===== src/sv/mlrq_pkg.sv =====
package mlrq_pkg;

	localparam int TASK_COUNT  = 32;
	localparam int QUEUE_COUNT = 5;

	localparam int TASK_W  = $clog2(TASK_COUNT);
	localparam int LINK_W  = $clog2(TASK_COUNT + 1);
	localparam int QUEUE_W = $clog2(QUEUE_COUNT);

	localparam int CMD_W  = 2;
	localparam int PRIO_W = 8;
	localparam int QIDX_W = 3;

	localparam logic [LINK_W-1:0] LINK_NONE  = LINK_W'(TASK_COUNT);
	localparam logic [PRIO_W-1:0] PRIO_LOW   = 8'h80;
	localparam logic [PRIO_W-1:0] PRIO_HIGH  = 8'h83;
	localparam logic [PRIO_W-1:0] NULL_QUEUE = 8'd4;

	typedef enum logic [CMD_W-1:0] {
		CMD_APPEND  = 2'd0,
		CMD_PREPEND = 2'd1,
		CMD_POP     = 2'd2,
		CMD_REMOVE  = 2'd3
	} cmd_t;

	function automatic logic link_valid(input logic [LINK_W-1:0] l);
		return l < LINK_NONE;
	endfunction

endpackage


===== src/sv/multilevel_ready_queue_top.sv =====
// Insert: S_EXEC, S_WR2 if the queue was non-empty, S_RESP. Pop: S_EXEC, S_POP_RD
// unless the last task leaves, S_RESP. Remove by name: S_EXEC, a walk in S_WALK and
// S_WALK_RD (k <= TASK_COUNT links), S_RM_RD and S_RM_CLR if found, S_RESP; an empty
// queue goes straight to S_RESP. One item at a time; each walk step reads a next link.
// A new item is accepted once the previous result sits in the output register.
// Reset (arst_n low, asynchronous) empties all queues; link memories are not cleared.
module multilevel_ready_queue_top
	import mlrq_pkg::*;
(
	input  logic              clk,
	input  logic              arst_n,
	input  logic              req_valid,
	output logic              req_stall,
	input  logic [CMD_W-1:0]  cmd,
	input  logic [PRIO_W-1:0] priority_req,
	input  logic [QIDX_W-1:0] queue_index,
	input  logic [TASK_W-1:0] task_id,
	output logic              rsp_valid,
	input  logic              rsp_stall,
	output logic [TASK_W-1:0] removed_task,
	output logic              ok
);

	typedef enum logic [3:0] {
		S_IDLE,
		S_EXEC,
		S_WR2,
		S_POP_RD,
		S_WALK,
		S_WALK_RD,
		S_RM_RD,
		S_RM_CLR,
		S_RESP
	} state_t;

	state_t state_q;

	logic [TASK_W-1:0]      head_q [QUEUE_COUNT];
	logic [TASK_W-1:0]      tail_q [QUEUE_COUNT];
	logic [QUEUE_COUNT-1:0] nonempty_q;

	cmd_t               cmd_q;
	logic [QUEUE_W-1:0] q_q;
	logic               req_ok_q;
	logic [TASK_W-1:0]  tid_q;
	logic [LINK_W-1:0]  cur_q;
	logic [LINK_W-1:0]  step_q;
	logic [TASK_W-1:0]  res_task_q;
	logic               res_ok_q;
	logic               rsp_valid_q;
	logic [TASK_W-1:0]  rsp_task_q;
	logic               rsp_ok_q;

	// link memories
	logic [LINK_W-1:0] next_mem [TASK_COUNT];
	logic [LINK_W-1:0] prev_mem [TASK_COUNT];
	logic [LINK_W-1:0] next_rd_q;
	logic [LINK_W-1:0] prev_rd_q;
	logic              next_we;
	logic              prev_we;
	logic [TASK_W-1:0] next_wa;
	logic [TASK_W-1:0] prev_wa;
	logic [LINK_W-1:0] next_wd;
	logic [LINK_W-1:0] prev_wd;
	logic [TASK_W-1:0] next_ra;
	logic [TASK_W-1:0] prev_ra;

	logic              accept;
	logic [PRIO_W-1:0] mapped;
	logic              ne_sel;
	logic [TASK_W-1:0] head_sel;
	logic [TASK_W-1:0] tail_sel;
	logic [LINK_W-1:0] tid_link;

	assign req_stall    = (state_q != S_IDLE);
	assign accept       = req_valid && !req_stall;
	assign rsp_valid    = rsp_valid_q;
	assign removed_task = rsp_task_q;
	assign ok           = rsp_ok_q;

	assign mapped = (priority_req >= PRIO_LOW && priority_req <= PRIO_HIGH)
		? (priority_req - PRIO_LOW) : NULL_QUEUE;

	assign ne_sel   = nonempty_q[q_q];
	assign head_sel = head_q[q_q];
	assign tail_sel = tail_q[q_q];
	assign tid_link = LINK_W'(tid_q);

	always_ff @(posedge clk) begin
		if (next_we) begin
			next_mem[next_wa] <= next_wd;
		end
		if (prev_we) begin
			prev_mem[prev_wa] <= prev_wd;
		end
		next_rd_q <= next_mem[next_ra];
		prev_rd_q <= prev_mem[prev_ra];
	end

	always_comb begin
		next_we = 1'b0;
		prev_we = 1'b0;
		next_wa = tid_q;
		prev_wa = tid_q;
		next_wd = LINK_NONE;
		prev_wd = LINK_NONE;
		next_ra = cur_q[TASK_W-1:0];
		prev_ra = tid_q;
		unique case (state_q)
			S_EXEC: begin
				if (req_ok_q) begin
					unique case (cmd_q)
						CMD_APPEND: begin
							next_we = 1'b1;
							prev_we = 1'b1;
							if (ne_sel) begin
								// link old tail to new task
								next_wa = tail_sel;
								next_wd = tid_link;
								prev_wd = LINK_W'(tail_sel);
							end
						end
						CMD_PREPEND: begin
							next_we = 1'b1;
							prev_we = 1'b1;
							if (ne_sel) begin
								prev_wa = head_sel;
								prev_wd = tid_link;
								next_wd = LINK_W'(head_sel);
							end
						end
						CMD_POP: begin
							next_ra = head_sel;
						end
						CMD_REMOVE: begin
						end
					endcase
				end
			end
			S_WR2: begin
				if (cmd_q == CMD_APPEND) begin
					next_we = 1'b1;
				end else begin
					prev_we = 1'b1;
				end
			end
			S_POP_RD: begin
				next_we = 1'b1;
				next_wa = cur_q[TASK_W-1:0];
				if (link_valid(next_rd_q)) begin
					prev_we = 1'b1;
					prev_wa = next_rd_q[TASK_W-1:0];
				end
			end
			S_RM_RD: begin
				// splice the neighbors together
				if (link_valid(prev_rd_q)) begin
					next_we = 1'b1;
					next_wa = prev_rd_q[TASK_W-1:0];
					next_wd = next_rd_q;
				end
				if (link_valid(next_rd_q)) begin
					prev_we = 1'b1;
					prev_wa = next_rd_q[TASK_W-1:0];
					prev_wd = prev_rd_q;
				end
			end
			S_RM_CLR: begin
				next_we = 1'b1;
				prev_we = 1'b1;
			end
			default: begin
			end
		endcase
	end

	always_ff @(posedge clk or negedge arst_n) begin
		if (!arst_n) begin
			state_q     <= S_IDLE;
			nonempty_q  <= '0;
			for (int i = 0; i < QUEUE_COUNT; i++) begin
				head_q[i] <= '0;
				tail_q[i] <= '0;
			end
			cmd_q       <= CMD_APPEND;
			q_q         <= '0;
			req_ok_q    <= 1'b0;
			tid_q       <= '0;
			cur_q       <= '0;
			step_q      <= '0;
			res_task_q  <= '0;
			res_ok_q    <= 1'b0;
			rsp_valid_q <= 1'b0;
			rsp_task_q  <= '0;
			rsp_ok_q    <= 1'b0;
		end else begin
			if (rsp_valid_q && !rsp_stall) begin
				rsp_valid_q <= 1'b0;
			end
			unique case (state_q)
				S_IDLE: begin
					if (accept) begin
						cmd_q <= cmd_t'(cmd);
						tid_q <= task_id;
						if (cmd_t'(cmd) == CMD_POP) begin
							q_q      <= QUEUE_W'(queue_index);
							req_ok_q <= (32'(queue_index) < 32'(QUEUE_COUNT));
						end else begin
							q_q      <= QUEUE_W'(mapped);
							req_ok_q <= (32'(mapped) < 32'(QUEUE_COUNT));
						end
						state_q <= S_EXEC;
					end
				end
				S_EXEC: begin
					res_task_q <= '0;
					res_ok_q   <= 1'b0;
					state_q    <= S_RESP;
					if (req_ok_q) begin
						unique case (cmd_q)
							CMD_APPEND: begin
								res_ok_q     <= 1'b1;
								tail_q[q_q]  <= tid_q;
								if (ne_sel) begin
									state_q <= S_WR2;
								end else begin
									head_q[q_q]     <= tid_q;
									nonempty_q[q_q] <= 1'b1;
								end
							end
							CMD_PREPEND: begin
								res_ok_q    <= 1'b1;
								head_q[q_q] <= tid_q;
								if (ne_sel) begin
									state_q <= S_WR2;
								end else begin
									tail_q[q_q]     <= tid_q;
									nonempty_q[q_q] <= 1'b1;
								end
							end
							CMD_POP: begin
								if (ne_sel) begin
									res_ok_q   <= 1'b1;
									res_task_q <= head_sel;
									cur_q      <= LINK_W'(head_sel);
									if (head_sel == tail_sel) begin
										nonempty_q[q_q] <= 1'b0;
									end else begin
										state_q <= S_POP_RD;
									end
								end
							end
							CMD_REMOVE: begin
								if (ne_sel) begin
									cur_q   <= LINK_W'(head_sel);
									step_q  <= '0;
									state_q <= S_WALK;
								end
							end
						endcase
					end
				end
				S_WR2: begin
					state_q <= S_RESP;
				end
				S_POP_RD: begin
					if (link_valid(next_rd_q)) begin
						head_q[q_q] <= next_rd_q[TASK_W-1:0];
					end else begin
						nonempty_q[q_q] <= 1'b0;
					end
					state_q <= S_RESP;
				end
				S_WALK: begin
					priority if (step_q == LINK_NONE || !link_valid(cur_q)) begin
						state_q <= S_RESP;
					end else if (cur_q == tid_link) begin
						state_q <= S_RM_RD;
					end else begin
						step_q  <= step_q + 1'b1;
						state_q <= S_WALK_RD;
					end
				end
				S_WALK_RD: begin
					cur_q   <= next_rd_q;
					state_q <= S_WALK;
				end
				S_RM_RD: begin
					if (tid_q == head_sel) begin
						if (link_valid(next_rd_q)) begin
							head_q[q_q] <= next_rd_q[TASK_W-1:0];
						end else begin
							nonempty_q[q_q] <= 1'b0;
						end
					end
					if (tid_q == tail_sel) begin
						if (link_valid(prev_rd_q)) begin
							tail_q[q_q] <= prev_rd_q[TASK_W-1:0];
						end else begin
							nonempty_q[q_q] <= 1'b0;
						end
					end
					state_q <= S_RM_CLR;
				end
				S_RM_CLR: begin
					res_ok_q   <= 1'b1;
					res_task_q <= tid_q;
					state_q    <= S_RESP;
				end
				S_RESP: begin
					// hold until the output register is free
					if (!rsp_valid_q || !rsp_stall) begin
						rsp_valid_q <= 1'b1;
						rsp_task_q  <= res_task_q;
						rsp_ok_q    <= res_ok_q;
						state_q     <= S_IDLE;
					end
				end
				default: begin
					state_q <= S_IDLE;
				end
			endcase
		end
	end

endmodule

===== config.mk =====
export PLATFORM = sky130hd
export DESIGN_NAME = multilevel_ready_queue_top
export DESIGN_NICKNAME = d
export VERILOG_FILES = /design/src/sv/mlrq_pkg.sv /design/src/sv/multilevel_ready_queue_top.sv
export SDC_FILE = /design/constraint.sdc
export NUM_CORES = 1
export LEC_CHECK = 0
export ABC_AREA = 1
export BUFFER_PORTS_ARGS = -buffer_cell sky130_fd_sc_hd__buf_2
export CAP_MARGIN = 20
export CORE_MARGIN = 2
export CORE_UTILIZATION = 35
export DETAILED_ROUTE_END_ITERATION = 10
export PLACE_DENSITY = 0.61
export SYNTH_ARGS = -nofsm -noshare
export SYNTH_HDL_FRONTEND = slang
export SYNTH_SLANG_ARGS = --single-unit

===== constraint.sdc =====
create_clock -name clk -period 3.35 [get_ports clk]
set_clock_uncertainty 0.1 [all_clocks]
set_input_delay 0.5025 -clock clk [delete_from_list [all_inputs] [get_ports clk]]
set_output_delay 0.5025 -clock clk [all_outputs]
set_load 0.1 [all_outputs]

Word-level counts from Yosys, hierarchy flattened:

Memory sizes are Yosys's and may differ from the RTL's. A register that Yosys moved wholly into a read port is not among the register bits.
Index checks and enable logic that the tools add are counted.

* memories kept: 2
* bits in latches: 0
* input bits: 22
* memory bits (writable): 384
* bits in registers: 95
* bits in read-only memories: 0

* bitwise logic cells: 5
* reduce and logical (&&, ||, !) cells: 32
* div/mod/pow operators: 0
* eq/ne operators: 35
* $lt $le $gt $ge: 11
* $add $sub $neg: 2
* shift-type cells: 0
* $mul: 0
* mux-type cells: 110

Memories
* next_mem: depth 32, bits a word 6, read ports 1, clocked after memory_dff 1, write ports 1, line multilevel_ready_queue_top.sv:55 `logic [LINK_W-1:0] next_mem [TASK_COUNT];`
* prev_mem: depth 32, bits a word 6, read ports 1, clocked after memory_dff 1, write ports 1, line multilevel_ready_queue_top.sv:56 `logic [LINK_W-1:0] prev_mem [TASK_COUNT];`

Operators by type and width (count)
* two-way mux 25 bit: 8
* case mux 25 bit (2 select lines): 3
* two-way mux 5 bit: 28
* bitwise mux 25 bit: 4
* two-way mux 6 bit: 15
* case mux 25 bit (3 select lines): 1
* case mux 6 bit (2 select lines): 6
* two-way mux 4 bit: 8
* binary-select mux 5 bit (select 3 bit): 2
* case mux 5 bit (2 select lines): 3
* case mux 5 bit (3 select lines): 2
* case mux 4 bit (7 select lines): 1
* inequality test 2 bit (second input constant): 11
* < comparator 6 bit (second input constant): 3
* two-way mux 1 bit: 18
* AND reduction 6 bit: 3
* == test 4 x 3 -> 1 bit (second input constant): 4
* demux 5 bit (select 3 bit): 1
* == test 5 bit: 3
* inequality test 3 bit (second input constant): 5
* case mux 4 bit (3 select lines): 1
* bitwise AND 5 bit: 2
* == test 4 x 2 -> 1 bit (second input constant): 2
* >= comparator 8 bit (second input constant): 1
* 39 further kinds: 60

Logic depth before layout (Yosys ltp):

* depth in word-level cells: 13
* gate-level depth with buffers: 18
* depth with buffers taken out: 16

Worst setup path before layout:

Ideal clock, no wire load.

* path type: flip-flop to flip-flop
* from: register state_q[3]
* to: memory prev_mem[0][0] (netlist bit), data pin
* arrival: 2.354 ns
* path slack: 0.423 ns
* buffers on the path: 1
* setup time: 0.474 ns
* stages on the path, launching flop included: 7
* path through: dfrtp_1 inv_1 nand2_1 inv_1 nand2_2 clkbuf_1 o32ai_1

* cells in the longest elaborated chain, start to end: 2
* elaborated cells between the ends (all ways): 3

Ends and longest elaborated chain
* start, declared: line multilevel_ready_queue_top.sv:36 `state_t state_q;`
* start signal, assigned: line multilevel_ready_queue_top.sv:179 `state_q <= S_IDLE;`
* start signal, assigned: line multilevel_ready_queue_top.sv:212 `state_q <= S_EXEC;`
* start signal, assigned: line multilevel_ready_queue_top.sv:218 `state_q <= S_RESP;`
* == test 4 x 3 -> 1 bit / == test 4 x 1 -> 1 bit (equally long branches): line multilevel_ready_queue_top.sv:109 `unique case (state_q)`
* case mux 6 bit (2 select lines) (*): line multilevel_ready_queue_top.sv:109
* named net prev_wd[0]: line multilevel_ready_queue_top.sv:64 `logic [LINK_W-1:0] prev_wd;`
* end, declared: line multilevel_ready_queue_top.sv:56

Mark *: on every way through the listed nets, which the timed path passes. The rest lies on a longest branch.

Worst setup path after layout:

* from: register state_q[3]
* to: memory next_mem[27][5] (netlist bit), enable pin

* cells in the longest elaborated chain, start to end: 5
* elaborated cells between the ends (all ways): 10

Ends and longest elaborated chain
* == test 4 x 2 -> 1 bit / == test 4 x 3 -> 1 bit (equally long branches): line multilevel_ready_queue_top.sv:109
* OR reduction 2 bit (no source line)
* case mux 1 bit (4 select lines): line multilevel_ready_queue_top.sv:109
* two-way mux 1 bit: line multilevel_ready_queue_top.sv:90 `if (next_we) begin`
* two-way mux 1 bit (implied by the code): line multilevel_ready_queue_top.sv:91 `next_mem[next_wa] <= next_wd;`
* end, declared: line multilevel_ready_queue_top.sv:55

Several ways; a longest one is shown, not always the timed one.

==> impl_results.md <==
* Status: finished clean
* Layout cells sized above 1 at 0.1341
* Clock buffer count from CTS at 51
* Power per cell area at 831.9 nW/um2
* Grt ovf at 0
* Leakage at 10.96 nW
* Final design utilization at 0.4158
* Yosys cell types at 51
* CTS tree: built
* PortBufs at 29
* Rel. slew slack at 0.2842
* CP most frequent cell: nor2_1
* Worst path bufs/invs at 4
* CTS root buf: clkbuf_16
* Chip height at 260.0 um
* Crit path time final at 3.100 ns
* Syn Nets at 2,418
* Io pins at 30
* Via/cell ratio at 5.212
* Crit Path Max Fanout at 16
* Detailed Route WL at 65.03 mm
* Max-cap violations at 0
* Mapped Cells at 2,394
* FFs w/ async S/R, synth at 0.1935
* DRT antenna net count at 0
* Via count at 17,860
* Setup TNS at 0 ns
* Gpl congestion at 0.9665
* Commonest non-fill, non-tap cell in the layout: nand2_1
* Clock slew at reported path FFs at 0.06 ns
* Largest net degree at the start of global routing at 99
* Tot GR Track Use at 0.1918
* Final Hold Viols at 0
* WL/cell at 18.98 um
* First DRT Iteration DRCs at 1,923
* Overall power at 22.34 mW
* Crit path largest cell delay at 0.40 ns
* Starting density of the core at 0.3551
* Final setup vio count at 0
* Top_reg_cell synth: edfxtp_1
* Layout Nets at 2,553
* CP Capture Type: register
* Die X at 260.0 um
* Max Slew Vio Count at 0
* Antenna Cells at 0
* Delay-heaviest family, CP: simple AND/OR/NAND/NOR gates
* Synth warn at 0
* Most frequent cells in the layout: nand2_1 (486), edfxtp_1 (384), inv_1 (314), nand3_1 (274), nor2_1 (257)
* Area Growth Syn to Fin at 17.11%
* Clock Sinks at 491
* Htree depth at 2
* Clk_lat worst skew at 0.61 ns
* Worst setup SP type: register
* Worst slew pin tran at 1.070 ns
* Synth Cell Area at 22,930 um2
* Max Clk Rate at 322.6 MHz
* First-pass GRT wire length at 100.3 mm
* RSZ-0062 raised after global routing: false
* Syn avg cell area at 9.579 um2
* Vias in the first global route at 17,295
* CP required at 3.57 ns
* Clk buf depth at 3
* # rows at 93
* First-pass iteration count of the detailed router at 5
* Peak VDD IR at 0.0005603 V
* Die area at 67,580 um2
* Core area at 64,580 um2
* DP Wirelength at 44.17 mm
* Post-synth EDFFs at 384
* Critical-path cell list: nor2_1, nand2_2, inv_2, nand2_1, nor2_1, nor3_1, buf_4, inv_1, nand3_2, nor2_1, buf_4
* Crit path arrival time at 3.32 ns
* Crit Path Category: register to register
* Sequential area share after synthesis at 0.6170
* Tcrit/Tclk final at 0.9253
* DRC errors left at 0
* #FFs+latches synth at 491
* Critical-path top delay cell: dfrtp_1
* Hold Path Class: primary input to register
* Initial antenna violation count at 0
[area by class of cell]
type / instances / area, um2
multi-input cells: 1474 / 7194
inverters: 326 / 1226
fillers: 6211 / 37720
repair buffers: 185 / 1516
clock inverters: 27 / 271.5
well taps: 855 / 1070
clock buffers: 69 / 1425
flip-flops and latches: 491 / 14150
[final timing paths]
path	from	endpoint	slack [ns]	cells after the start
worst max-delay path	state_q[3]$_DFFE_PN0P_	next_mem[27][5]$_DFFE_PP_	0.25	11
max in group asynchronous	arst_n	step_q[2]$_DFFE_PN0P_	2.09	3
min in group asynchronous	arst_n	removed_task[4]$_DFFE_PN0P_	0.34	2
worst max register to register	state_q[3]$_DFFE_PN0P_	next_mem[27][5]$_DFFE_PP_	0.25	11
worst min-delay path	task_id[3]	prev_ra[3]$_DFFE_PN0P_	0.04	3
worst min register to register	ok$_DFFE_PN0P_	ok$_DFFE_PN0P_	0.38	2
[synth_stat cells, types with 8 or more instances]
library cell / count / area [um2]
a21oi_1: 11 / 55.05
a22oi_1: 8 / 60.06
a31oi_1: 10 / 62.56
buf_1: 10 / 37.54
buf_2: 18 / 90.09
clkbuf_1: 63 / 236.5
dfrtp_1: 95 / 2377
dfxtp_1: 12 / 240.2
edfxtp_1: 384 / 11530
inv_1: 315 / 1182
nand2_1: 487 / 1828
nand2_2: 11 / 68.82
nand3_1: 275 / 1376
nand3_2: 19 / 190.2
nand3b_1: 20 / 150.1
nand4_1: 15 / 93.84
nor2_1: 258 / 968.4
nor2_2: 12 / 75.07
nor3_1: 15 / 75.07
o21ai_0: 172 / 860.8
o21ai_1: 45 / 225.2
o221ai_1: 39 / 341.6
o22ai_1: 29 / 181.4
[cells by family after synthesis]
logic type      after synthesis  synth area share
fa+ha+maj                     2          0.001091
compound gates              340           0.08741
buf+inv                     429           0.07409
flops                       491            0.6170
xor+xnor                      3          0.001473
simple gates               1129            0.2190
[sequential cells by signal (all words and copies together), names as in the netlist, named ones only]
| register | cells |
|---|---|
| next_mem | 192 |
| prev_mem | 192 |
| head_q | 25 |
| tail_q | 25 |
| cur_q | 6 |
| next_rd_q | 6 |
| prev_rd_q | 6 |
| step_q | 6 |
| prev_ra | 5 |
| removed_task | 5 |
| res_task_q | 5 |
| state_q | 4 |
| q_q | 3 |
| cmd_q | 2 |
| ok | 1 |
| req_ok_q | 1 |
| res_ok_q | 1 |
| rsp_valid | 1 |
[through the flow]
stage / cells / hold WS [ns] / worst slack (ns) / cell area, um2
after floorplan: 2394 / 0.1069 / 0.4226 / 22930
after global placement: 3327 / 0.3725 / 0.2738 / 25110
after detailed placement: 3327 / 0.3722 / 0.2254 / 25110
after CTS: 3427 / 0.004766 / 0.2206 / 26850
after global routing: 3427 / 0.03004 / 0.03725 / 26860
final: 3427 / 0.03577 / 0.2501 / 26860
[worst reg2reg max path, stage by stage, from the launching register on]
cell and delay, ns:
dfrtp_1 0.40, nor2_1 0.22, nand2_2 0.18, inv_2 0.30, nand2_1 0.11, nor2_1 0.31, nor3_1 0.12, buf_4 0.16
inv_1 0.17, nand3_2 0.35, nor2_1 0.23, buf_4 0.17
[metal layers]
metal	wire [um]	share of wire	vias up	track usage
met1	29130	0.45	8637	0.2700
met3	4435	0.068	142	0.02758
met2	29440	0.45	703	0.3036
met4	2025	0.031	0	0.06434
li1	-	-	8378	-
met5	0	0	-	0
[where the power goes]
part | total, mW | switching, mW | internal, mW
Combinational | 8.92 | 6.36 | 2.56
Sequential | 7.75 | 0.502 | 7.25
Clock | 5.67 | 2.42 | 3.25
[repair_timing]
action	in CTS	in global routing
endpoints found under the hold margin	44	0
setup endpoints to repair	0	210
setup buffers	0	0
hold buffers	4	0
gates resized for setup	0	3
Note: power is estimated with default switching activity, not from simulation.
